<file path="src/rtl/ucp_pkg.sv">
// Shared types, constants and color word tables for the color/power command parser.
package ucp_pkg;

	// Byte codes
	localparam logic [7:0] BYTE_CR        = 8'h0D;
	localparam logic [7:0] BYTE_NUL       = 8'h00;
	localparam logic [7:0] BYTE_LETTER_LO = 8'h41;
	localparam logic [7:0] BYTE_LETTER_HI = 8'h7A;
	localparam logic [7:0] BYTE_DIGIT_LO  = 8'h30;
	localparam logic [7:0] BYTE_DIGIT_HI  = 8'h39;

	localparam logic [6:0] POWER_MAX = 7'd100;

	// Color words
	localparam int COLOUR_KINDS = 4;
	localparam logic [1:0] COLOUR_GREEN  = 2'd0;
	localparam logic [1:0] COLOUR_RED    = 2'd1;
	localparam logic [1:0] COLOUR_BLUE   = 2'd2;
	localparam logic [1:0] COLOUR_ORANGE = 2'd3;

	// Token queue between front and back
	localparam int QUEUE_DEPTH = 2;
	localparam int QPTR_W      = $clog2(QUEUE_DEPTH);
	localparam int QCNT_W      = $clog2(QUEUE_DEPTH + 1);

	// Byte classes produced by the front end
	typedef enum logic [2:0] {
		TOK_SKIP,
		TOK_LETTER,
		TOK_DIGIT,
		TOK_STOP,
		TOK_EOL
	} tok_kind_t;

	// One classified byte: letter byte or digit value in data
	typedef struct packed {
		tok_kind_t  kind;
		logic [7:0] data;
	} token_t;

	// Length of each color word
	function automatic logic [2:0] colour_len(input logic [1:0] k);
		logic [2:0] len;
		case (k)
			COLOUR_GREEN:  len = 3'd5;
			COLOUR_RED:    len = 3'd3;
			COLOUR_BLUE:   len = 3'd4;
			COLOUR_ORANGE: len = 3'd6;
			default:       len = 3'd0;
		endcase
		return len;
	endfunction

	// Letter at position pos of color word k
	function automatic logic [7:0] colour_char(input logic [1:0] k, input logic [2:0] pos);
		logic [7:0] c;
		c = 8'h00;
		case (k)
			COLOUR_GREEN: begin
				case (pos)
					3'd0:    c = "g";
					3'd1:    c = "r";
					3'd2:    c = "e";
					3'd3:    c = "e";
					3'd4:    c = "n";
					default: c = 8'h00;
				endcase
			end
			COLOUR_RED: begin
				case (pos)
					3'd0:    c = "r";
					3'd1:    c = "e";
					3'd2:    c = "d";
					default: c = 8'h00;
				endcase
			end
			COLOUR_BLUE: begin
				case (pos)
					3'd0:    c = "b";
					3'd1:    c = "l";
					3'd2:    c = "u";
					3'd3:    c = "e";
					default: c = 8'h00;
				endcase
			end
			COLOUR_ORANGE: begin
				case (pos)
					3'd0:    c = "o";
					3'd1:    c = "r";
					3'd2:    c = "a";
					3'd3:    c = "n";
					3'd4:    c = "g";
					3'd5:    c = "e";
					default: c = 8'h00;
				endcase
			end
			default: c = 8'h00;
		endcase
		return c;
	endfunction

endpackage

</file>
<file path="src/rtl/ucp_front.sv">
// Front end: classifies each received byte into a parser token.
module ucp_front (
	input  logic [7:0]      rx_byte,
	output ucp_pkg::token_t tok
);

	// Byte classification
	always_comb begin
		tok.data = rx_byte;
		if (rx_byte == ucp_pkg::BYTE_CR) begin
			tok.kind = ucp_pkg::TOK_EOL;
		end else if (rx_byte == ucp_pkg::BYTE_NUL) begin
			tok.kind = ucp_pkg::TOK_STOP;
		end else if (rx_byte >= ucp_pkg::BYTE_LETTER_LO && rx_byte <= ucp_pkg::BYTE_LETTER_HI) begin
			tok.kind = ucp_pkg::TOK_LETTER;
		end else if (rx_byte >= ucp_pkg::BYTE_DIGIT_LO && rx_byte <= ucp_pkg::BYTE_DIGIT_HI) begin
			tok.kind = ucp_pkg::TOK_DIGIT;
			tok.data = rx_byte - ucp_pkg::BYTE_DIGIT_LO;
		end else begin
			tok.kind = ucp_pkg::TOK_SKIP;
		end
	end

endmodule

</file>
<file path="src/rtl/ucp_queue.sv">
// Short token queue between the classifying front end and the executing back end.
module ucp_queue (
	input  logic            clk,
	input  logic            arst_n,
	input  logic            push_valid,
	output logic            push_ready,
	input  ucp_pkg::token_t push_tok,
	output logic            pop_valid,
	input  logic            pop_ready,
	output ucp_pkg::token_t pop_tok
);

	ucp_pkg::token_t                 mem_q [ucp_pkg::QUEUE_DEPTH];
	logic [ucp_pkg::QPTR_W-1:0]      wr_ptr_q;
	logic [ucp_pkg::QPTR_W-1:0]      rd_ptr_q;
	logic [ucp_pkg::QCNT_W-1:0]      count_q;
	logic                            push;
	logic                            pop;

	assign push_ready = (count_q != ucp_pkg::QCNT_W'(ucp_pkg::QUEUE_DEPTH));
	assign pop_valid  = (count_q != '0);
	assign pop_tok    = mem_q[rd_ptr_q];
	assign push       = push_valid && push_ready;
	assign pop        = pop_valid && pop_ready;

	// Storage
	always_ff @(posedge clk) begin
		if (push) begin
			mem_q[wr_ptr_q] <= push_tok;
		end
	end

	// Pointers and fill count
	always_ff @(posedge clk or negedge arst_n) begin
		if (!arst_n) begin
			wr_ptr_q <= '0;
			rd_ptr_q <= '0;
			count_q  <= '0;
		end else begin
			if (push) begin
				wr_ptr_q <= wr_ptr_q + ucp_pkg::QPTR_W'(1);
			end
			if (pop) begin
				rd_ptr_q <= rd_ptr_q + ucp_pkg::QPTR_W'(1);
			end
			if (push && !pop) begin
				count_q <= count_q + ucp_pkg::QCNT_W'(1);
			end else if (pop && !push) begin
				count_q <= count_q - ucp_pkg::QCNT_W'(1);
			end
		end
	end

endmodule

</file>
<file path="src/rtl/ucp_back.sv">
// Back end: applies tokens to the line state and registers one result per line end.
module ucp_back #(
	parameter int LINE_CAPACITY = 100,
	parameter int NAME_CAPACITY = 10
) (
	input  logic            clk,
	input  logic            arst_n,
	input  logic            tok_valid,
	output logic            tok_ready,
	input  ucp_pkg::token_t tok,
	output logic            out_valid,
	input  logic            out_ready,
	output logic            accepted,
	output logic [1:0]      color_code,
	output logic [6:0]      power_pct
);

	localparam int LEN_W  = $clog2(LINE_CAPACITY + 1);
	localparam int NAME_W = $clog2(NAME_CAPACITY + 1);

	// Line state
	logic [LEN_W-1:0]                  len_q;
	logic                              stop_q;
	logic [NAME_W-1:0]                 cnt_q;
	logic [ucp_pkg::COLOUR_KINDS-1:0]  match_q;
	logic [6:0]                        num_q;
	logic                              over_q;

	logic [LEN_W-1:0]                  len_d;
	logic                              stop_d;
	logic [NAME_W-1:0]                 cnt_d;
	logic [ucp_pkg::COLOUR_KINDS-1:0]  match_d;
	logic [6:0]                        num_d;
	logic                              over_d;

	logic                              out_valid_q;
	logic                              out_free;
	logic                              take;
	logic                              is_eol;
	logic [9:0]                        num_next;
	logic                              found;
	logic [1:0]                        found_k;

	assign out_free  = !out_valid_q || out_ready;
	assign is_eol    = (tok.kind == ucp_pkg::TOK_EOL);
	assign tok_ready = !is_eol || out_free;
	assign take      = tok_valid && tok_ready;
	assign out_valid = out_valid_q;

	// Times ten plus digit
	assign num_next = {num_q, 3'b000} + {2'b00, num_q, 1'b0} + {2'b00, tok.data};

	// Color lookup at line end: word lengths differ, so at most one hits
	always_comb begin
		found   = 1'b0;
		found_k = ucp_pkg::COLOUR_GREEN;
		for (int k = 0; k < ucp_pkg::COLOUR_KINDS; k++) begin
			if (match_q[k] && cnt_q == NAME_W'(ucp_pkg::colour_len(2'(k)))) begin
				found   = 1'b1;
				found_k = 2'(k);
			end
		end
	end

	// Next line state
	always_comb begin
		len_d   = len_q;
		stop_d  = stop_q;
		cnt_d   = cnt_q;
		match_d = match_q;
		num_d   = num_q;
		over_d  = over_q;
		if (take) begin
			if (is_eol) begin
				len_d   = '0;
				stop_d  = 1'b0;
				cnt_d   = '0;
				match_d = '1;
				num_d   = '0;
				over_d  = 1'b0;
			end else if (len_q < LEN_W'(LINE_CAPACITY)) begin
				len_d = len_q + LEN_W'(1);
				if (!stop_q) begin
					case (tok.kind)
						ucp_pkg::TOK_STOP: begin
							stop_d = 1'b1;
						end
						ucp_pkg::TOK_LETTER: begin
							if (cnt_q < NAME_W'(NAME_CAPACITY)) begin
								cnt_d = cnt_q + NAME_W'(1);
								for (int k = 0; k < ucp_pkg::COLOUR_KINDS; k++) begin
									match_d[k] = match_q[k]
										&& (cnt_q < NAME_W'(ucp_pkg::colour_len(2'(k))))
										&& (tok.data == ucp_pkg::colour_char(2'(k), cnt_q[2:0]));
								end
							end
						end
						ucp_pkg::TOK_DIGIT: begin
							if (!over_q) begin
								if (num_next > 10'(ucp_pkg::POWER_MAX)) begin
									num_d  = ucp_pkg::POWER_MAX;
									over_d = 1'b1;
								end else begin
									num_d = num_next[6:0];
								end
							end
						end
						default: begin
						end
					endcase
				end
			end
		end
	end

	// Line state registers
	always_ff @(posedge clk or negedge arst_n) begin
		if (!arst_n) begin
			len_q   <= '0;
			stop_q  <= 1'b0;
			cnt_q   <= '0;
			match_q <= '1;
			num_q   <= '0;
			over_q  <= 1'b0;
		end else begin
			len_q   <= len_d;
			stop_q  <= stop_d;
			cnt_q   <= cnt_d;
			match_q <= match_d;
			num_q   <= num_d;
			over_q  <= over_d;
		end
	end

	// Result register valid
	always_ff @(posedge clk or negedge arst_n) begin
		if (!arst_n) begin
			out_valid_q <= 1'b0;
		end else if (take && is_eol) begin
			out_valid_q <= 1'b1;
		end else if (out_ready) begin
			out_valid_q <= 1'b0;
		end
	end

	// Result payload
	always_ff @(posedge clk) begin
		if (take && is_eol) begin
			accepted   <= found && !over_q;
			color_code <= (found && !over_q) ? found_k : 2'd0;
			power_pct  <= (found && !over_q) ? num_q : 7'd0;
		end
	end

endmodule

</file>
<file path="src/rtl/uart_color_power_command_parser_unit.sv">
// Top level of the color/power command parser: front end, token queue, back end.
// Takes one received byte per transaction and gives one result per carriage return:
// whether the line named green, red, blue or orange with a power of at most 100,
// the color code and the power. A byte is taken every cycle while the two-entry
// token queue has room; the back end retires one token per cycle unless a line end
// waits, so the sustained rate is one byte per clock while results are taken. A
// return's result goes through the token queue and the result register; only a line
// end waits while it is still occupied, and the queue then absorbs one further byte.
module uart_color_power_command_parser_unit #(
	parameter int LINE_CAPACITY = 100,
	parameter int NAME_CAPACITY = 10
) (
	input  logic       clk,
	input  logic       arst_n,
	input  logic       in_valid,
	output logic       in_ready,
	input  logic [7:0] rx_byte,
	output logic       out_valid,
	input  logic       out_ready,
	output logic       accepted,
	output logic [1:0] color_code,
	output logic [6:0] power_pct
);

	ucp_pkg::token_t front_tok;
	ucp_pkg::token_t back_tok;
	logic            back_valid;
	logic            back_ready;

	// Classify
	ucp_front u_front (
		.rx_byte (rx_byte),
		.tok     (front_tok)
	);

	// Decouple
	ucp_queue u_queue (
		.clk        (clk),
		.arst_n     (arst_n),
		.push_valid (in_valid),
		.push_ready (in_ready),
		.push_tok   (front_tok),
		.pop_valid  (back_valid),
		.pop_ready  (back_ready),
		.pop_tok    (back_tok)
	);

	// Execute
	ucp_back #(
		.LINE_CAPACITY (LINE_CAPACITY),
		.NAME_CAPACITY (NAME_CAPACITY)
	) u_back (
		.clk        (clk),
		.arst_n     (arst_n),
		.tok_valid  (back_valid),
		.tok_ready  (back_ready),
		.tok        (back_tok),
		.out_valid  (out_valid),
		.out_ready  (out_ready),
		.accepted   (accepted),
		.color_code (color_code),
		.power_pct  (power_pct)
	);

endmodule

</file>
<file path="config.mk">
export PLATFORM = sky130hd
export DESIGN_NAME = uart_color_power_command_parser_unit
export DESIGN_NICKNAME = d
export VERILOG_FILES = /design/src/rtl/ucp_pkg.sv /design/src/rtl/ucp_front.sv /design/src/rtl/ucp_queue.sv /design/src/rtl/ucp_back.sv /design/src/rtl/uart_color_power_command_parser_unit.sv
export SDC_FILE = /design/constraint.sdc
export NUM_CORES = 1
export LEC_CHECK = 0
export ABC_AREA = 0
export BUFFER_PORTS_ARGS = -buffer_cell sky130_fd_sc_hd__buf_2
export CAP_MARGIN = 20
export CORE_MARGIN = 1.5
export CORE_UTILIZATION = 60
export DETAILED_ROUTE_END_ITERATION = 8
export PLACE_DENSITY_LB_ADDON = 0.2
export SKIP_LAST_GASP = 1
export SLEW_MARGIN = 5
export SYNTH_ARGS = -nofsm -noshare
export SYNTH_HDL_FRONTEND = slang
export SYNTH_HIERARCHICAL = 1
export SYNTH_SLANG_ARGS = --single-unit
</file>
<file path="constraint.sdc">
create_clock -name clk -period 10 [get_ports clk]
set_input_delay 1 -clock clk [delete_from_list [all_inputs] [get_ports clk]]
set_output_delay 1 -clock clk [all_outputs]
set_load 0.01 [all_outputs]
</file>
# ---- Yosys cells after proc, flatten, opt, wreduce, memory -nomap -nowiden
# Memory sizes are Yosys's and may differ from the RTL's.
# Cells that the tools add are included.
# Widths: inputs -> output; s select.
dict set report totals {
  latch_bits 0
  out_inout_bits 12
  word_cells 197
  ff_bits 39
  ram_bits 22
  input_bits 12
  rom_bits 0
  n_memories 1
}
# memory words width rd rd_clocked_by_memory_dff wr line_no
set memory_table {}
lappend memory_table {u_queue.mem_q 2 11 1 0 1 ucp_queue.sv:13} ;# ucp_pkg::token_t mem_q [ucp_pkg::QUEUE_DEPTH];
dict set report op_classes {
  mux 101
  bitwise 0
  div_mod_pow 0
  order_cmp 11
  n_shift 0
  n_addsub 9
  reduce_logical 41
  multipliers 0
  n_eq_ne 21
}
# op n
set op_table {}
lappend op_table {{$mux 8} 28}
lappend op_table {{$mux 3} 27}
lappend op_table {{$mux 7} 8}
lappend op_table {{$pmux 7 s4} 2}
lappend op_table {{$pmux 7 s6} 1}
lappend op_table {{$mux 4} 10}
lappend op_table {{$eq 8x8->1} 4}
lappend op_table {{$pmux 7 s3} 1}
lappend op_table {{$add 10x8->10} 2}
lappend op_table {{$logic_and 1x1->1} 20}
lappend op_table {{$mux 1} 19}
lappend op_table {{$lt 4x3->1} 4}
lappend op_table {{$reduce_bool 2->1} 7}
lappend op_table {{$eq 3x2->1 const B} 4}
lappend op_table {{$eq 4x3->1 const B} 3}
lappend op_table {{$gt 10x7->1 const B} 1}
lappend op_table {{$mux 2} 5}
lappend op_table {{$reduce_and 5->1} 2}
lappend op_table {{$eq 3x3->1 const B} 3}
lappend op_table {{$eq 8x4->1 const B} 1}
lappend op_table {{$ge 8x6->1 const B} 1}
lappend op_table {{$ge 8x7->1 const B} 1}
lappend op_table {{$le 8x6->1 const B} 1}
lappend op_table {{$le 8x7->1 const B} 1}
lappend op_table {{18 further kinds} 27}

# ---- Longest topological paths before layout
dict set report logic_depth {
  word_depth 16
  ltp_mapped 12
  ltp_nobuf 10
}

# ---- Hierarchy
# Netlist, hierarchy kept.
# module area_each_um2 instances cells_per_inst seq_area_each_um2
set modules_own_cells {}
lappend modules_own_cells {ucp_back 2666.3 1 291 930.9}
lappend modules_own_cells {ucp_queue 1003.5 1 52 760.7}
lappend modules_own_cells {ucp_front 251.5 1 32 0.0}

# ---- Worst setup path before layout
# OpenSTA, ideal clock, no wires.
dict set report synth_timing {
  path_type {register to register}
  from {register u_queue.rd_ptr_q}
  to {register u_back.num_q[2]}
  setup_ps 129
  path_slack_ps 6631
  t_arrival_ps 3240
  n_path_buf 2
  path_stages_with_launch 13
  required_ps 9871
  period_less_slack_ps 3369
  cell_sequence {dfrtp_1 -> buf_4 -> mux2_2 -> clkbuf_1 -> inv_1 -> fa_1 -> inv_1 -> ha_1 -> a211oi_1 -> o21ai_0 -> a211oi_1 -> o211ai_1 -> o41a_1}
}
# element line_no
set synth_lines {}
lappend synth_lines {{from (decl)} ucp_queue.sv:15} ;# logic [ucp_pkg::QPTR_W-1:0] rd_ptr_q;
lappend synth_lines {{from (signal assigned)} ucp_queue.sv:44} ;# rd_ptr_q <= rd_ptr_q + ucp_pkg::QPTR_W'(1);
lappend synth_lines {{to (signal assigned)} ucp_back.sv:130} ;# num_q <= num_d;
lappend synth_lines {{to (decl)} ucp_back.sv:26} ;# logic [6:0] num_q;

==> metrics.md <==
| Metric | Value |
|---|---|
| Status | `finished, final reports clean` |
| Pwr/cell area | `335.2 mW/mm2` |
| Std cell rows | `29` |
| DRT Pass-1 Iters | `5` |
| Worst Skew | `6.916 ps` |
| Fillers | `489` |
| HPWL after DPL | `5730 um` |
| Initial antenna violation count | `0` |
| Netlist cell types | `72` |
| Largest net degree at the start of global routing | `30` |
| CTS tree | `done` |
| Antenna diode count | `0` |
| PnR Total Power | `1422 uW` |
| Layout cell share with drive strength beyond 1 | `0.1839` |
| Critical Path AT | `about 3900 ps` |
| R2r worst-path depth | `10` |
| Port-buffer cells | `23` |
| IO Count | `24` |
| Routed vias/inst | `6.120` |
| Fmax | `274.3 MHz` |
| Combinational power share | `0.534` |
| Mapped cell area | `0.003921 mm2` |
| Psw | `619.2 uW` |
| Seq/Total Area, Yosys | `0.4314` |
| Layout Nets | `429` |
| Cells after synthesis | `approximately 380` |
| Area added between synthesis and finish | `8.200%` |
| Kind of end point of the critical path | `flip-flop` |
| Setup TNS | `0 ps` |
| Final Setup Violations | `0` |
| Max-slew violations | `0` |
| Syn avg cell area | `10.46 um2` |
| Max Buffers Root-to-Sink | `2` |
| Post-synth EDFFs | `32` |
| Max Cap Violations | `0` |
| Synthesized flop and latch total | `a little over 60` |
| Min Tclk post-route | `3645 ps` |
| Post-CTS Hold Buffers | `0` |
| FF-to-FF setup slack | `6350 ps` |
| Tcrit/Tclk final | `0.3645` |
| Setup bufs post-CTS | `0` |
| Initial Utilization | `0.6175` |
| Worst r2r dst | `u_back/num_q[2]` |
| Max-slew headroom | `0.3822` |
| Post-route ant nets | `0` |
| Core box area | `0.006350 mm2` |
| Setup crit start kind | `flip-flop` |
| CTS Sinks | `a little over 60` |
| Peak VDD IR | `0.1954 mV` |
| Die ar. | `0.007029 mm2` |
| Drt total wl | `7844 um` |
| Worst Path Max Fanout | `12` |
| GRT Overall Usage | `0.2426` |
| Synth async-reset ratio | `0.4754` |
| Ys flop type | `edfxtp_1` |
| Mapped Nets | `412` |
| Reg clk slew, reported paths | `70 ps` |
| RSZ-0062 raised after global routing | `false` |
| Setup crit end | `u_back/num_q[2]` |
| Overflow after GRT | `0` |
| Die Wd | `~84 um` |
| First-pass GRT wire length | `around 13,000 um` |
| Kind of critical path | `flip-flop to flip-flop` |
| Iteration-0 DRC Markers | `149` |
| Switching share of power | `0.4355` |
| Reg2reg start | `u_queue/rd_ptr_q` |
| Leakage | `0.001755 uW` |
| CTS Buf Count | `9` |
| H-tree Lvls | `3` |
| Placer Congestion | `~0.88` |
| Vias after detailed routing | `2,901` |
| # resized after CTS | `0` |
| Hold WC Path Type | `flip-flop to flip-flop` |
| Slew @ Worst Pin | `~900 ps` |
| Crit path launch | `u_queue/rd_ptr_q` |
| Cell internal pwr | `about 800 uW` |
| Per-cell routed wire length | `16.55 um` |
| Req. time, crit path | `10,210 ps` |
| Worst-Skew Late Latency | `330 ps` |
| Synth Warn # | `6` |
| Root Buffer Master | `clkbuf_8` |
| Drc violations | `0` |
| Die Y-Extent | `83.84 um` |
| Final hold viol count | `0` |
| Vias in the first global route | `about 2,900` |
| Reg power frac | `0.313` |
| Fraction of power consumed by the clock network | `0.153` |
## layout make-up
type,instances,area [um2],share of cell area
clock buffers,16,201.4,0.04748
well taps,77,96.34,0.02271
multi-input cells,268,2026,0.4774
repair buffers,24,122.6,0.02890
flip-flops and latches,61,1692,0.3987
inverters,28,105.1,0.02477
## logic make-up after synthesis
logic type | synth area share
buffers and inverters | 0.05201
AO/OA/AOI/OAI | 0.1653
adder cells (fa/ha/maj) | 0.09126
XOR/XNOR | 0.04244
multiplexers | 0.04850
AND/OR/NAND/NOR | 0.1691
flip-flops | 0.4314
## worst min path at each step
stage                     startpoint                to  slack, ps  cells after the start
floorplan           u_queue/wr_ptr_q  u_queue/wr_ptr_q        460                      1
global placement    u_queue/wr_ptr_q  u_queue/wr_ptr_q        480                      1
detailed placement  u_queue/wr_ptr_q  u_queue/wr_ptr_q        490                      1
CTS                 u_queue/wr_ptr_q  u_queue/wr_ptr_q        500                      1
global route        u_queue/wr_ptr_q  u_queue/wr_ptr_q        520                      1
finish              u_queue/wr_ptr_q  u_queue/wr_ptr_q        500                      1
## critical path, stage by stage, from the launching register on
cell,delay [ps]
dfrtp_1,640
mux2_2,350
inv_1,100
fa_1,590
inv_1,60
ha_1,300
a211oi_1,300
o21ai_0,200
a211oi_1,220
o211ai_1,270
o41a_1,460
## layer usage
metal  track usage  wire [um]
met5             0          0
met4       0.08495        109
met3       0.05737        380
met2        0.3908       3798
met1        0.3233       3555
## cell usage after synthesis (6+ instances only)
cell | count | share of area
inv_1 | 28 | 0.027
nor2_1 | 28 | 0.027
ha_1 | 19 | 0.061
dfrtp_1 | 25 | 0.16
nand3_1 | 10 | 0.013
o21ai_0 | 15 | 0.019
a21oi_1 | 12 | 0.015
xnor2_1 | 12 | 0.027
nor3_1 | 10 | 0.013
o31ai_1 | 6 | 0.011
xor2_1 | 7 | 0.016
mux2_2 | 12 | 0.034
nand2_1 | 23 | 0.022
o211ai_1 | 6 | 0.011
nor4_1 | 6 | 0.0096
clkbuf_1 | 7 | 0.0067
nand2b_1 | 6 | 0.0096
edfxtp_1 | 32 | 0.25
fa_1 | 6 | 0.031
## power groups by stage
stage	registers, uW	logic (uW)	clock network, uW
2_1_floorplan	408	623	0
3_3_place_gp	445	727	0
3_5_place_dp	449	745	0
4_1_cts	444	753	222
5_1_grt	457	849	234
6_report	445	759	218
## placed cells by master (no fill, tap or decap), types with 4 or more instances in the layout
| master | n |
|---|---|
| o21ai_0 | 15 |
| clkbuf_8 | 12 |
| nor3_1 | 10 |
| xor2_1 | 7 |
| a21oi_1 | 12 |
| nand2b_1 | 6 |
| o31ai_1 | 6 |
| nand2_1 | 23 |
| mux2i_1 | 4 |
| nor2b_1 | 5 |
| nor4_1 | 6 |
| nand3_1 | 10 |
| o211ai_1 | 6 |
| xnor2_1 | 12 |
| buf_2 | 23 |
| inv_1 | 28 |
| or2_2 | 4 |
| a21o_1 | 5 |
| dfrtp_1 | 25 |
| ha_1 | 19 |
| and2_1 | 4 |
| a211oi_1 | 4 |
| dfstp_2 | 4 |
| edfxtp_1 | 32 |
| fa_1 | 6 |
| and3_1 | 5 |
| nor2_1 | 28 |
| mux2_2 | 12 |
| nor3b_1 | 4 |
## stage by stage
stage / instance area, um2 / instances / hold WS [ps] / setup WS, ps / util
after CTS: 4243 / 474 / 503.7 / 6347 / 0.6682
final: 4243 / 474 / 504.2 / 6355 / 0.6682
after global routing: 4243 / 474 / 522.2 / 6046 / 0.6682
after detailed placement: 4041 / 458 / 490.0 / 6387 / 0.6365
after global placement: 4041 / 458 / 478.2 / 6512 / 0.6365
after floorplan: 3921 / 375 / 460.8 / 6631 / -
## sequential cells by signal (all words and copies together), names as in the netlist, 2 cells and up
register           flops
u_back/cnt_q           4
u_back/color_code      2
u_back/len_q           7
u_back/match_q         4
u_back/num_q           7
u_back/power_pct       7
u_queue/count_q        2
u_queue/mem_q         22
Power figures use the tool's default switching activity.
